File: src/rtl/wbee_pkg.sv
`timescale 1ns / 1ps
`default_nettype none
// ----------------------------------------------------------------------------
// wbee_pkg
// Shared constants, codes and controller/datapath bundles for the windowed
// binary entropy estimator.
// ----------------------------------------------------------------------------
package wbee_pkg;

  localparam int MaxWin   = 32;
  localparam int IdxW     = $clog2(MaxWin);
  localparam int WdoneW   = IdxW + 1;
  localparam int CntW     = 20;
  localparam int FracW    = 16;
  localparam int LogFrac  = 24;
  localparam int NormFrac = 30;
  localparam int ExpW     = 5;
  localparam int LogW     = ExpW + LogFrac;
  localparam int ProdW    = CntW + LogW;
  localparam int DvdW     = ProdW + 1;
  localparam int DvsW     = 27;
  localparam int CfgW     = 13;
  localparam int PosW     = 12;
  localparam int OnesW    = 13;
  localparam int SumW     = 21;
  localparam int SqsW     = 37;
  localparam int VarW     = 15;
  localparam int WinMax   = 4096;
  localparam int CfgReset = 64;

  typedef enum logic [1:0] {
    LOG_SEL_W = 2'd0,
    LOG_SEL_N = 2'd1,
    LOG_SEL_M = 2'd2
  } log_sel_e;

  typedef enum logic [1:0] {
    DIV_ENT  = 2'd0,
    DIV_MEAN = 2'd1,
    DIV_VAR  = 2'd2
  } div_sel_e;

  typedef struct packed {
    logic            accept;
    logic            ent_ld_rec;
    logic            ent_zero;
    logic            ent_fin;
    logic            log_start;
    log_sel_e        log_sel;
    logic            mul;
    logic            div_start;
    div_sel_e        div_sel;
    logic            store;
    logic            mean_latch;
    logic            var_latch;
    logic            rd_issue;
    logic            out_load;
    logic            out_rec;
    logic [IdxW-1:0] idx;
    logic            clear_rec;
  } cmd_t;

  typedef struct packed {
    logic closed;
    logic last;
    logic ent_trivial;
    logic log_done;
    logic div_done;
    logic out_fire;
    logic rd_last;
    logic have_windows;
  } sts_t;

endpackage
`default_nettype wire

File: src/rtl/wbee_ctrl.sv
`timescale 1ns / 1ps
`default_nettype none
// ----------------------------------------------------------------------------
// wbee_ctrl
// Sequencer: takes bits, runs the entropy, statistics and result phases.
// ----------------------------------------------------------------------------
module wbee_ctrl
  import wbee_pkg::*;
(
  input  wire logic clk_i,
  input  wire logic rst_ni,
  input  wire logic in_valid_i,
  output logic      in_ready_o,
  input  wire sts_t sts_i,
  output cmd_t      cmd_o
);

  typedef enum logic [16:0] {
    ST_IDLE   = 17'h00001,
    ST_CHECK  = 17'h00002,
    ST_ECHK   = 17'h00004,
    ST_LSTART = 17'h00008,
    ST_LWAIT  = 17'h00010,
    ST_MUL    = 17'h00020,
    ST_DSTART = 17'h00040,
    ST_DWAIT  = 17'h00080,
    ST_STORE  = 17'h00100,
    ST_LAST   = 17'h00200,
    ST_MSTART = 17'h00400,
    ST_MWAIT  = 17'h00800,
    ST_VSTART = 17'h01000,
    ST_VWAIT  = 17'h02000,
    ST_RD     = 17'h04000,
    ST_OUT    = 17'h08000,
    ST_OWAIT  = 17'h10000
  } state_e;

  state_e          st_q, st_d;
  log_sel_e        ph_q, ph_d;
  logic [IdxW-1:0] idx_q, idx_d;
  logic            rec_q, rec_d;

  always_comb begin
    st_d  = st_q;
    ph_d  = ph_q;
    idx_d = idx_q;
    rec_d = rec_q;
    cmd_o = '0;
    cmd_o.log_sel = ph_q;
    cmd_o.div_sel = DIV_ENT;
    cmd_o.idx     = idx_q;
    cmd_o.out_rec = rec_q;
    unique case (st_q)
      ST_IDLE: begin
        rec_d = 1'b0;
        if (in_valid_i) begin
          cmd_o.accept = 1'b1;
          st_d = ST_CHECK;
        end
      end
      ST_CHECK: begin
        if (sts_i.closed) st_d = ST_ECHK;
        else if (sts_i.last) st_d = ST_LAST;
        else st_d = ST_IDLE;
      end
      ST_ECHK: begin
        if (sts_i.ent_trivial) begin
          cmd_o.ent_zero = 1'b1;
          st_d = rec_q ? ST_OUT : ST_STORE;
        end else begin
          ph_d = LOG_SEL_W;
          st_d = ST_LSTART;
        end
      end
      ST_LSTART: begin
        cmd_o.log_start = 1'b1;
        st_d = ST_LWAIT;
      end
      ST_LWAIT: begin
        if (sts_i.log_done) st_d = ST_MUL;
      end
      ST_MUL: begin
        cmd_o.mul = 1'b1;
        unique case (ph_q)
          LOG_SEL_W: begin
            ph_d = LOG_SEL_N;
            st_d = ST_LSTART;
          end
          LOG_SEL_N: begin
            ph_d = LOG_SEL_M;
            st_d = ST_LSTART;
          end
          default: st_d = ST_DSTART;
        endcase
      end
      ST_DSTART: begin
        cmd_o.div_start = 1'b1;
        st_d = ST_DWAIT;
      end
      ST_DWAIT: begin
        if (sts_i.div_done) begin
          cmd_o.ent_fin = 1'b1;
          st_d = rec_q ? ST_OUT : ST_STORE;
        end
      end
      ST_STORE: begin
        cmd_o.store = 1'b1;
        st_d = sts_i.last ? ST_LAST : ST_IDLE;
      end
      ST_LAST: begin
        if (sts_i.closed && sts_i.have_windows) begin
          st_d = ST_MSTART;
        end else begin
          cmd_o.ent_ld_rec = 1'b1;
          rec_d = 1'b1;
          st_d  = ST_ECHK;
        end
      end
      ST_MSTART: begin
        cmd_o.div_start = 1'b1;
        cmd_o.div_sel   = DIV_MEAN;
        st_d = ST_MWAIT;
      end
      ST_MWAIT: begin
        if (sts_i.div_done) begin
          cmd_o.mean_latch = 1'b1;
          st_d = ST_VSTART;
        end
      end
      ST_VSTART: begin
        cmd_o.div_start = 1'b1;
        cmd_o.div_sel   = DIV_VAR;
        st_d = ST_VWAIT;
      end
      ST_VWAIT: begin
        if (sts_i.div_done) begin
          cmd_o.var_latch = 1'b1;
          idx_d = '0;
          st_d  = ST_RD;
        end
      end
      ST_RD: begin
        cmd_o.rd_issue = 1'b1;
        st_d = ST_OUT;
      end
      ST_OUT: begin
        cmd_o.out_load = 1'b1;
        st_d = ST_OWAIT;
      end
      ST_OWAIT: begin
        if (sts_i.out_fire) begin
          if (rec_q || sts_i.rd_last) begin
            cmd_o.clear_rec = 1'b1;
            st_d = ST_IDLE;
          end else begin
            idx_d = idx_q + 1'b1;
            st_d  = ST_RD;
          end
        end
      end
      default: st_d = ST_IDLE;
    endcase
  end

  always_ff @(posedge clk_i or negedge rst_ni) begin
    if (!rst_ni) begin
      st_q  <= ST_IDLE;
      ph_q  <= LOG_SEL_W;
      idx_q <= '0;
      rec_q <= 1'b0;
    end else begin
      st_q  <= st_d;
      ph_q  <= ph_d;
      idx_q <= idx_d;
      rec_q <= rec_d;
    end
  end

  assign in_ready_o = st_q == ST_IDLE;

endmodule
`default_nettype wire

File: config.mk
export PLATFORM = sky130hd
export DESIGN_NAME = wbee_ctrl
export DESIGN_NICKNAME = d
export VERILOG_FILES = /design/src/rtl/wbee_pkg.sv /design/src/rtl/wbee_ctrl.sv
export SDC_FILE = /design/constraint.sdc
export NUM_CORES = 1
export LEC_CHECK = 0
export ABC_AREA = 1
export BUFFER_PORTS_ARGS = -buffer_cell sky130_fd_sc_hd__buf_4
export CAP_MARGIN = 5
export CORE_MARGIN = 2
export CORE_UTILIZATION = 35
export DETAILED_ROUTE_END_ITERATION = 10
export PLACE_DENSITY = 0.61
export SYNTH_ARGS = -nofsm -noshare
export SYNTH_HDL_FRONTEND = slang
export SYNTH_SLANG_ARGS = --single-unit
File: constraint.sdc
create_clock -name clk_i -period 2.3 [get_ports clk_i]
set_clock_uncertainty 0.15 [all_clocks]
set_input_delay 0.345 -clock clk_i [delete_from_list [all_inputs] [get_ports clk_i]]
set_output_delay 0.345 -clock clk_i [all_outputs]
set_load 0.1 [all_outputs]
# Yosys cells after proc, flatten, opt, wreduce, memory -nomap -nowiden
# Index checks and enable logic that the tools add are counted.
# word_totals
word_cells	88
reg_bits	25
in_bits	11
output_inout_bits	24
# op_classes
muxes	43
n_reduce_logical	12
n_addsub	1
eq_ne	28
# op_table
cell	n
$pmux W17 S17	1
$mux W17	6
$mux W16	2
$mux W1	20
$mux W10	2
$ne A2 B2 Y1 const B	9
$eq A17 B1 Y1 const B	1
$eq A17 B10 Y1 const B	1
$eq A17 B11 Y1 const B	1
$eq A17 B12 Y1 const B	1
$eq A17 B13 Y1 const B	1
$eq A17 B14 Y1 const B	1
$eq A17 B15 Y1 const B	1
$eq A17 B16 Y1 const B	1
$eq A17 B17 Y1 const B	1
$eq A17 B2 Y1 const B	1
$eq A17 B3 Y1 const B	1
$eq A17 B4 Y1 const B	1
$eq A17 B5 Y1 const B	1
$eq A17 B6 Y1 const B	1
$eq A17 B7 Y1 const B	1
$eq A17 B8 Y1 const B	1
$eq A17 B9 Y1 const B	1
$mux W15	1
20 further kinds	26

# Depth between registers and ports, before layout
# Gate-level depths: netlist of run 1.
# logic_depth
word_depth	4
depth_mapped	13
depth_no_buf	13

# Worst setup path after synthesis of run 1
# OpenSTA, ideal clock, no wires.
# synth_path
kind	reg2out
from	register st_q[9]
to	output cmd_o[0] (netlist name)
setup_slack_ns	-1.369
n_path_buf	0
required_time_ns	1.805
arrival_ns	3.174
stages_incl_launch_ff	6
cell_sequence	dfrtp_1 > nor2_1 > nand2_2 > nor2_8 > nand3_4 > nor3b_1
# synth_rtl
item	line_no	text
start, declared	wbee_ctrl.sv:38	state_e st_q, st_d;
start signal, assigned	wbee_ctrl.sv:172	st_q <= st_d;
end, declared	wbee_ctrl.sv:15	output cmd_t cmd_o

==> flow_summary.toml, run 1 <==
[hold_path]
worstHoldPathType = "in2reg"

[detailed_routing]
detailedRoute.firstPassIterationCount = 4
wire_per_inst_um = 12.54
drtAntennaViolNets = 0
avgViaCountPerCell = 4.646
wirelength_um = 4427
vias = 1640
drt_iter0_markers = 92
detail_route.drc_violations = 0

[timing]
timing.slew.headroom = 0.7793
fmaxAchievable_ghz = 0.4427
setup_repair_after_global_routing_missed_its_margin = "yes"
maxSlewViolCount = 0
fin_tns_setup_ns = 0
hold_violations = 0
final_min_period_over_clock_period = 0.9820
report.final.setup_viol = 0
min_period_ns = 2.259
slew_at_the_pin_closest_to_its_max_slew_limit_ns = 0.3310

[global_route]
grt_pass1_wl_um = 6969
remaining_global_route_overflow = 0
maximum_number_of_pins_on_one_net_before_global_route_repair = 26
number_of_global_route_vias_before_repair = 1482
grt_util_all_layers = 0.1618
antenna_found_initial = 0

[power_and_ir_drop]
power_density_nw_per_um2 = 698.4
static-leakage-power_nw = 1.228
vdd_ir_max_v = 0.0006225

[critical_path]
ws_path_type = "reg2out"
worstReg2RegStart = "st_q[10]"
worst-endpoint-arrival_ns = 1.76
crit_path_start = "st_q[10]"
critical_path_required_ns = 1.80
reg2reg_to = "st_q[8]"
worst-r2r-setup-slack_ns = 0.19
timing.critical_path.to_type = "output pin"
setup.worst_path.end = "cmd_o[0]"
critical_path_peak_fanout = 7
startpoint_type = "flip-flop"
worst-r2r-cell-count = 11

[synthesis]
syn-num-nets = 246
synthTopCellsByArea = "sky130_fd_sc_hd__dfrtp_1 (33%), sky130_fd_sc_hd__nand2_1 (8.1%), sky130_fd_sc_hd__nor2_1 (7.9%)"
synth_area_leader = "sky130_fd_sc_hd__dfrtp_1"
synth_top_cell_area_share = 0.3324
number_of_flip_flops_and_latches_in_the_synthesized_netlist = 25
syn_inst = 234
post_synth.cell_area_avg_um2 = 7.721
yosys.cell_types.count = 36
synth-seq-area-share = 0.3470
yosys_warnings = 0
cell_area_after_synthesis_um2 = 1807

[run_status]
run_status = "complete, no violations"

[floorplan]
io_pins = 35
std_cell_rows = 26
die_h_um = 75.85
die_w_um = 75.85
core_um2 = 5042
initial_utilization = 0.3583
floorplan.die_area_um2 = 5752

[clock_tree]
worst_skew_pair.late_latency_ns = 0.27
clock_tree.htree_level_count = 1
clock_sinks = 25
number_of_buffers_inserted_during_clock_tree_synthesis = 3
tritoncts_clock_tree = "built"
clock_tree.root_cell = "sky130_fd_sc_hd__clkbuf_8"
clk_pin_slew_ns = 0.09
max-clock-path-buffers = 2

[placed_design]
detailedPlacementHpwl_um = 3436
place_area_um2 = 2180
gp_routability_congestion = 0.8531
numPortBuffers = 34

[finish]
final_layout_size_suffix_gt1_frac = 0.3781
stdcell_area_um2 = 2430
area_delta_synth_final_pct = 34.49
diodes = 0
final_nets = 296

[job]
max_cap_viol_count = 0
synth_stat cells:
cell,count
sky130_fd_sc_hd__mux2i_1,1
sky130_fd_sc_hd__o21ai_1,7
sky130_fd_sc_hd__buf_4,1
sky130_fd_sc_hd__nand2_1,39
sky130_fd_sc_hd__buf_6,1
sky130_fd_sc_hd__o21ai_0,4
sky130_fd_sc_hd__o31ai_4,1
sky130_fd_sc_hd__nor2_2,3
sky130_fd_sc_hd__dfrtp_1,24
sky130_fd_sc_hd__nand4_1,4
sky130_fd_sc_hd__o211ai_1,1
sky130_fd_sc_hd__a21oi_4,1
sky130_fd_sc_hd__nand2_2,4
sky130_fd_sc_hd__o21ai_2,2
sky130_fd_sc_hd__xor2_1,2
sky130_fd_sc_hd__buf_8,1
sky130_fd_sc_hd__nor3_1,3
sky130_fd_sc_hd__nor3_4,1
sky130_fd_sc_hd__nand2_4,2
sky130_fd_sc_hd__inv_1,37
sky130_fd_sc_hd__or2_2,3
sky130_fd_sc_hd__nand4_4,1
sky130_fd_sc_hd__nand3_2,12
sky130_fd_sc_hd__ha_1,1
sky130_fd_sc_hd__o22ai_1,1
sky130_fd_sc_hd__nor2_8,2
sky130_fd_sc_hd__nand3_1,18
sky130_fd_sc_hd__nor2_1,38
sky130_fd_sc_hd__xnor2_1,1
sky130_fd_sc_hd__nor2_4,2
sky130_fd_sc_hd__a22oi_1,1
sky130_fd_sc_hd__a21oi_1,4
sky130_fd_sc_hd__nor3b_1,1
sky130_fd_sc_hd__dfstp_2,1
sky130_fd_sc_hd__nand3_4,3
sky130_fd_sc_hd__inv_2,6
power by group:
| group | total (W) | internal, W | switching, W |
|---|---|---|---|
| sequential | 0.000526 | 0.000485 | 0.0000411 |
| clock | 0.000270 | 0.000124 | 0.000146 |
| combinational | 0.000901 | 0.000265 | 0.000636 |
per-stage QoR:
| stage | std cells | setup WS (ns) | hold WS, ns | util | total power [W] |
|---|---|---|---|---|---|
| final | 353 | 0.04130 | 0.1371 | 0.4819 | 0.001697 |
| after global routing | 353 | -0.02247 | 0.1212 | 0.4819 | 0.001796 |
| after CTS | 347 | -0.005501 | 0.1363 | 0.4551 | 0.001653 |
| after detailed placement | 338 | 0.1501 | 0.1229 | 0.4323 | 0.001324 |
| after global placement | 338 | 0.1819 | 0.1214 | 0.4323 | 0.001319 |
| after floorplan | 234 | -0.3735 | -0.1006 | - | 0.001186 |
critical path: stages (launching register included):
cell and delay [ns]:
sky130_fd_sc_hd__dfrtp_1 0.42, sky130_fd_sc_hd__nor2_2 0.13, sky130_fd_sc_hd__nand2_2 0.13, sky130_fd_sc_hd__nor2_8 0.22
sky130_fd_sc_hd__nand3_4 0.12, sky130_fd_sc_hd__nor3b_2 0.22, sky130_fd_sc_hd__buf_6 0.25
how the worst min path moves through the flow:
stage              from        to  slack [ns]  cells past startpoint
2_1_floorplan    rst_ni  idx_q[0]       -0.10                      0
3_3_place_gp     rst_ni   ph_q[0]        0.12                      1
3_5_place_dp     rst_ni   ph_q[0]        0.12                      1
4_1_cts        sts_i[5]   st_q[3]        0.14                      2
5_1_grt        sts_i[5]   st_q[3]        0.12                      2
6_report       sts_i[5]   st_q[3]        0.14                      2
flip-flops by register name, summed over array words and instances, names as in the netlist:
register  flops
idx_q         5
ph_q          2
st_q         17
rec_q         1
cells in the final DEF (no fill, tap or decap), types with 4 or more instances in the layout:
cell type	synthesis	layout
sky130_fd_sc_hd__o21ai_0	4	4
sky130_fd_sc_hd__nand4_1	4	4
sky130_fd_sc_hd__nor2_2	3	5
sky130_fd_sc_hd__dfrtp_1	24	24
sky130_fd_sc_hd__nand3_2	12	14
sky130_fd_sc_hd__inv_2	6	5
sky130_fd_sc_hd__o21ai_1	7	7
sky130_fd_sc_hd__nor2_1	38	30
sky130_fd_sc_hd__buf_6	1	9
sky130_fd_sc_hd__nand2_4	2	4
sky130_fd_sc_hd__buf_4	1	34
sky130_fd_sc_hd__nand2_1	39	38
sky130_fd_sc_hd__inv_1	37	37
sky130_fd_sc_hd__nor2_4	2	9
sky130_fd_sc_hd__nand3_1	18	16
routing by layer:
layer  vias to the layer above  part of all wire  track usage
met5                         -                 0            0
met4                         0             0.016      0.04873
met3                         6             0.030      0.02513
met2                        33              0.47       0.2490
met1                       756              0.48       0.2338
li1                        845                 -            -
cell type report:
type | instances | area, µm²
Multi-Input combinational cell | 164 | 1085
Timing Repair Buffer | 47 | 421.7
Fill cell | 503 | 2613
Clock buffer | 4 | 45.04
Sequential cell | 25 | 626.9
Tap cell | 70 | 87.58
Inverter | 43 | 163.9
kinds of logic after synthesis:
family                   count (synthesis)  synth area share
AND/OR/NAND/NOR                        136            0.4342
XOR/XNOR                                 3           0.01455
adder cells (fa/ha/maj)                  1          0.006924
multiplexers                             1          0.005540
buffers and inverters                   46            0.1080
AO/OA/AOI/OAI                           22           0.08380
flip-flops                              25            0.3470
repair_timing:
action	4_1_cts	5_1_grt
gates cloned	1	0
endpoints found under the hold margin	24	0
setup endpoints to repair	11	16
hold buffers	1	0
pin swaps	2	8
gates resized for setup	7	22
setup buffers	3	6
No activity file was read; power rests on OpenSTA's default activity.
==> run 2, diff against run 1 <==
Settings changed: PLACE_DENSITY 0.61 to unset.
==> run 2 against run 1 <==
Global-route usage grew 0.86 points. Sequential share of layout area shrank 0.16 points. Routed wire length grew 6.1%. Critical path depth is the same. Fmax is essentially flat. Utilization grew 0.50 points. Critical path type unchanged. Setup slack is essentially flat. Register-to-register slack gained 0.03 ns.
==> flow_summary.toml, run 2 (synthesis results as in run 1) <==
[run_status]
run_status = "complete, no violations"

[clock_tree]
number_of_buffers_inserted_during_clock_tree_synthesis = 3
clock_tree.htree_level_count = 1
tritoncts_clock_tree = "built"
clock_tree.root_cell = "sky130_fd_sc_hd__clkbuf_8"
max-clock-path-buffers = 2
worst_skew_pair.late_latency_ns = 0.28
clk_pin_slew_ns = 0.10
clock_sinks = 25

[critical_path]
critical_path_required_ns = 1.80
ws_path_type = "reg2out"
worstPathCellList = "nor2_2 > nand2_4 > nor2_8 > nand3_4 > nor3b_2 > buf_6"
timing.critical_path.to_type = "output pin"
worst-endpoint-arrival_ns = 1.76
critPathSlowestCell = "sky130_fd_sc_hd__dfrtp_1"
startpoint_type = "flip-flop"
critical_path_peak_fanout = 8
timing.critical_path.buf_inv = 1
timing.critical_path.max_delay_family = "simple AND/OR/NAND/NOR gates"
largest_stage_delay_on_the_critical_path_ns = 0.42

[finish]
layout_commonest_cell = "sky130_fd_sc_hd__buf_4"
final_nets = 300
area_delta_synth_final_pct = 35.87
final.fill_count = 496
largestRegisters = "st_q x17, idx_q x5, ph_q x2"
final_util = 0.4868
diodes = 0
final_layout_size_suffix_gt1_frac = 0.4007
regMostFlops = "st_q"
multiInputGateArea_um2 = 1090
stdcell_area_um2 = 2455
sequential_cell_area_um2 = 629.4
largest_register_ffs = 17
most-common-layout-cells = "sky130_fd_sc_hd__buf_4 (39), sky130_fd_sc_hd__nand2_1 (38), sky130_fd_sc_hd__inv_1 (36), sky130_fd_sc_hd__nor2_1 (28), sky130_fd_sc_hd__dfrtp_1 (22)"

[timing]
hold_violations = 0
min_period_ns = 2.258
finalHoldWorstSlack_ns = 0.1229
timing.slew.headroom = 0.7401
maxSlewViolCount = 0
fmaxAchievable_ghz = 0.4428
timing.final.ws_setup_ns = 0.04154
report.final.setup_viol = 0
slew_at_the_pin_closest_to_its_max_slew_limit_ns = 0.3869
final_min_period_over_clock_period = 0.9819

[detailed_routing]
avgViaCountPerCell = 4.681
detail_route.drc_violations = 0
drtAntennaViolNets = 0
drt_iter0_markers = 74
vias = 1671
wire_per_inst_um = 13.15
detailedRoute.firstPassIterationCount = 4
wirelength_um = 4696

[global_route]
grt_util_all_layers = 0.1704
number_of_global_route_vias_before_repair = 1584
maximum_number_of_pins_on_one_net_before_global_route_repair = 26
remaining_global_route_overflow = 0
antenna_found_initial = 0
grt_pass1_wl_um = 7369

[floorplan]
initial_utilization = 0.3583
core_um2 = 5042
die_w_um = 75.85
std_cell_rows = 26
floorplan.die_area_um2 = 5752
die_h_um = 75.85
io_pins = 35

[hold_path]
worstHoldPathType = "in2reg"

[power_and_ir_drop]
static-leakage-power_nw = 1.242
vdd_ir_max_v = 0.0006590
power_density_nw_per_um2 = 691.8

[placed_design]
place_area_um2 = 2187
numPortBuffers = 34
dp_worst_setup_slack_ns = 0.1698
gp_routability_congestion = 0.8454
detailedPlacementHpwl_um = 3390

[job]
max_cap_viol_count = 0
run 2: cell count changes in the layout (fill, tap and decap cells not counted):
cell	before	now
sky130_fd_sc_hd__dfrtp_2	0	2
sky130_fd_sc_hd__nand3_2	14	13
sky130_fd_sc_hd__inv_1	37	36
sky130_fd_sc_hd__nand2_2	3	2
sky130_fd_sc_hd__nor2_1	30	28
sky130_fd_sc_hd__inv_2	5	6
sky130_fd_sc_hd__buf_4	34	39
sky130_fd_sc_hd__dfrtp_1	24	22
sky130_fd_sc_hd__nor2_2	5	7
sky130_fd_sc_hd__nand3_1	16	17
sky130_fd_sc_hd__buf_12	2	1
sky130_fd_sc_hd__nand2_4	4	5
run 2: path summary, 6_finish.rpt:
check                              start  slack, ns  cells after the start  endpoint
worst max-delay path             st_q[8]       0.04                      6  cmd_o[0]
worst min-delay path            sts_i[5]       0.12                      2   st_q[3]
worst max register to register   st_q[8]       0.22                     11   st_q[5]
worst min register to register  idx_q[1]       0.40                      2  idx_q[1]
max in group asynchronous         rst_ni       1.33                      2   st_q[0]
min in group asynchronous         rst_ni       0.37                      2   ph_q[0]
run 2: metrics by stage:
stage,setup TNS [ns],std cells,power (W)
6_report,0,357,0.001698
5_1_grt,-0.1182,357,0.001790
4_1_cts,0,349,0.001668
3_5_place_dp,0,339,0.001335
3_3_place_gp,0,339,0.001334
2_1_floorplan,-0.5799,234,0.001186
run 2: worst register-to-register path, delay by kind of cell, from the launching register on:
| family | cells | cell delay (ns) |
|---|---|---|
| buf+inv | 2 | 0.33 |
| flops | 1 | 0.42 |
| simple gates | 9 | 1.12 |
run 2: metal layers:
metal / wire length [µm] / global-route usage / up-vias
met3: 134 / 0.01720 / 7
li1: - / - / 844
met4: 82 / 0.05263 / 0
met2: 2306 / 0.2701 / 37
met1: 2172 / 0.2445 / 783
met5: 0 / 0 / -
run 2: final cells by class:
class	instances	area share
clock buffer	4	0.01835
inverter	43	0.06677
multi-input combinational	164	0.4439
sequential	25	0.2564
tap	70	0.03568
timing repair buffer	51	0.1789
run 2: where the power goes:
group	internal [W]	switching [W]	total [W]
Clock	0.000125	0.000157	0.000282
Combinational	0.000254	0.000634	0.000888
Sequential	0.000485	0.0000434	0.000528
run 2: what timing repair did:
action                                  in CTS  in global routing
gates resized for setup                      7                 24
hold endpoints to repair                    24                  0
hold buffers                                 1                  0
pin swaps                                    2                 10
setup buffers                                4                  8
endpoints found under the setup margin       9                 15
gates cloned                                 1                  0
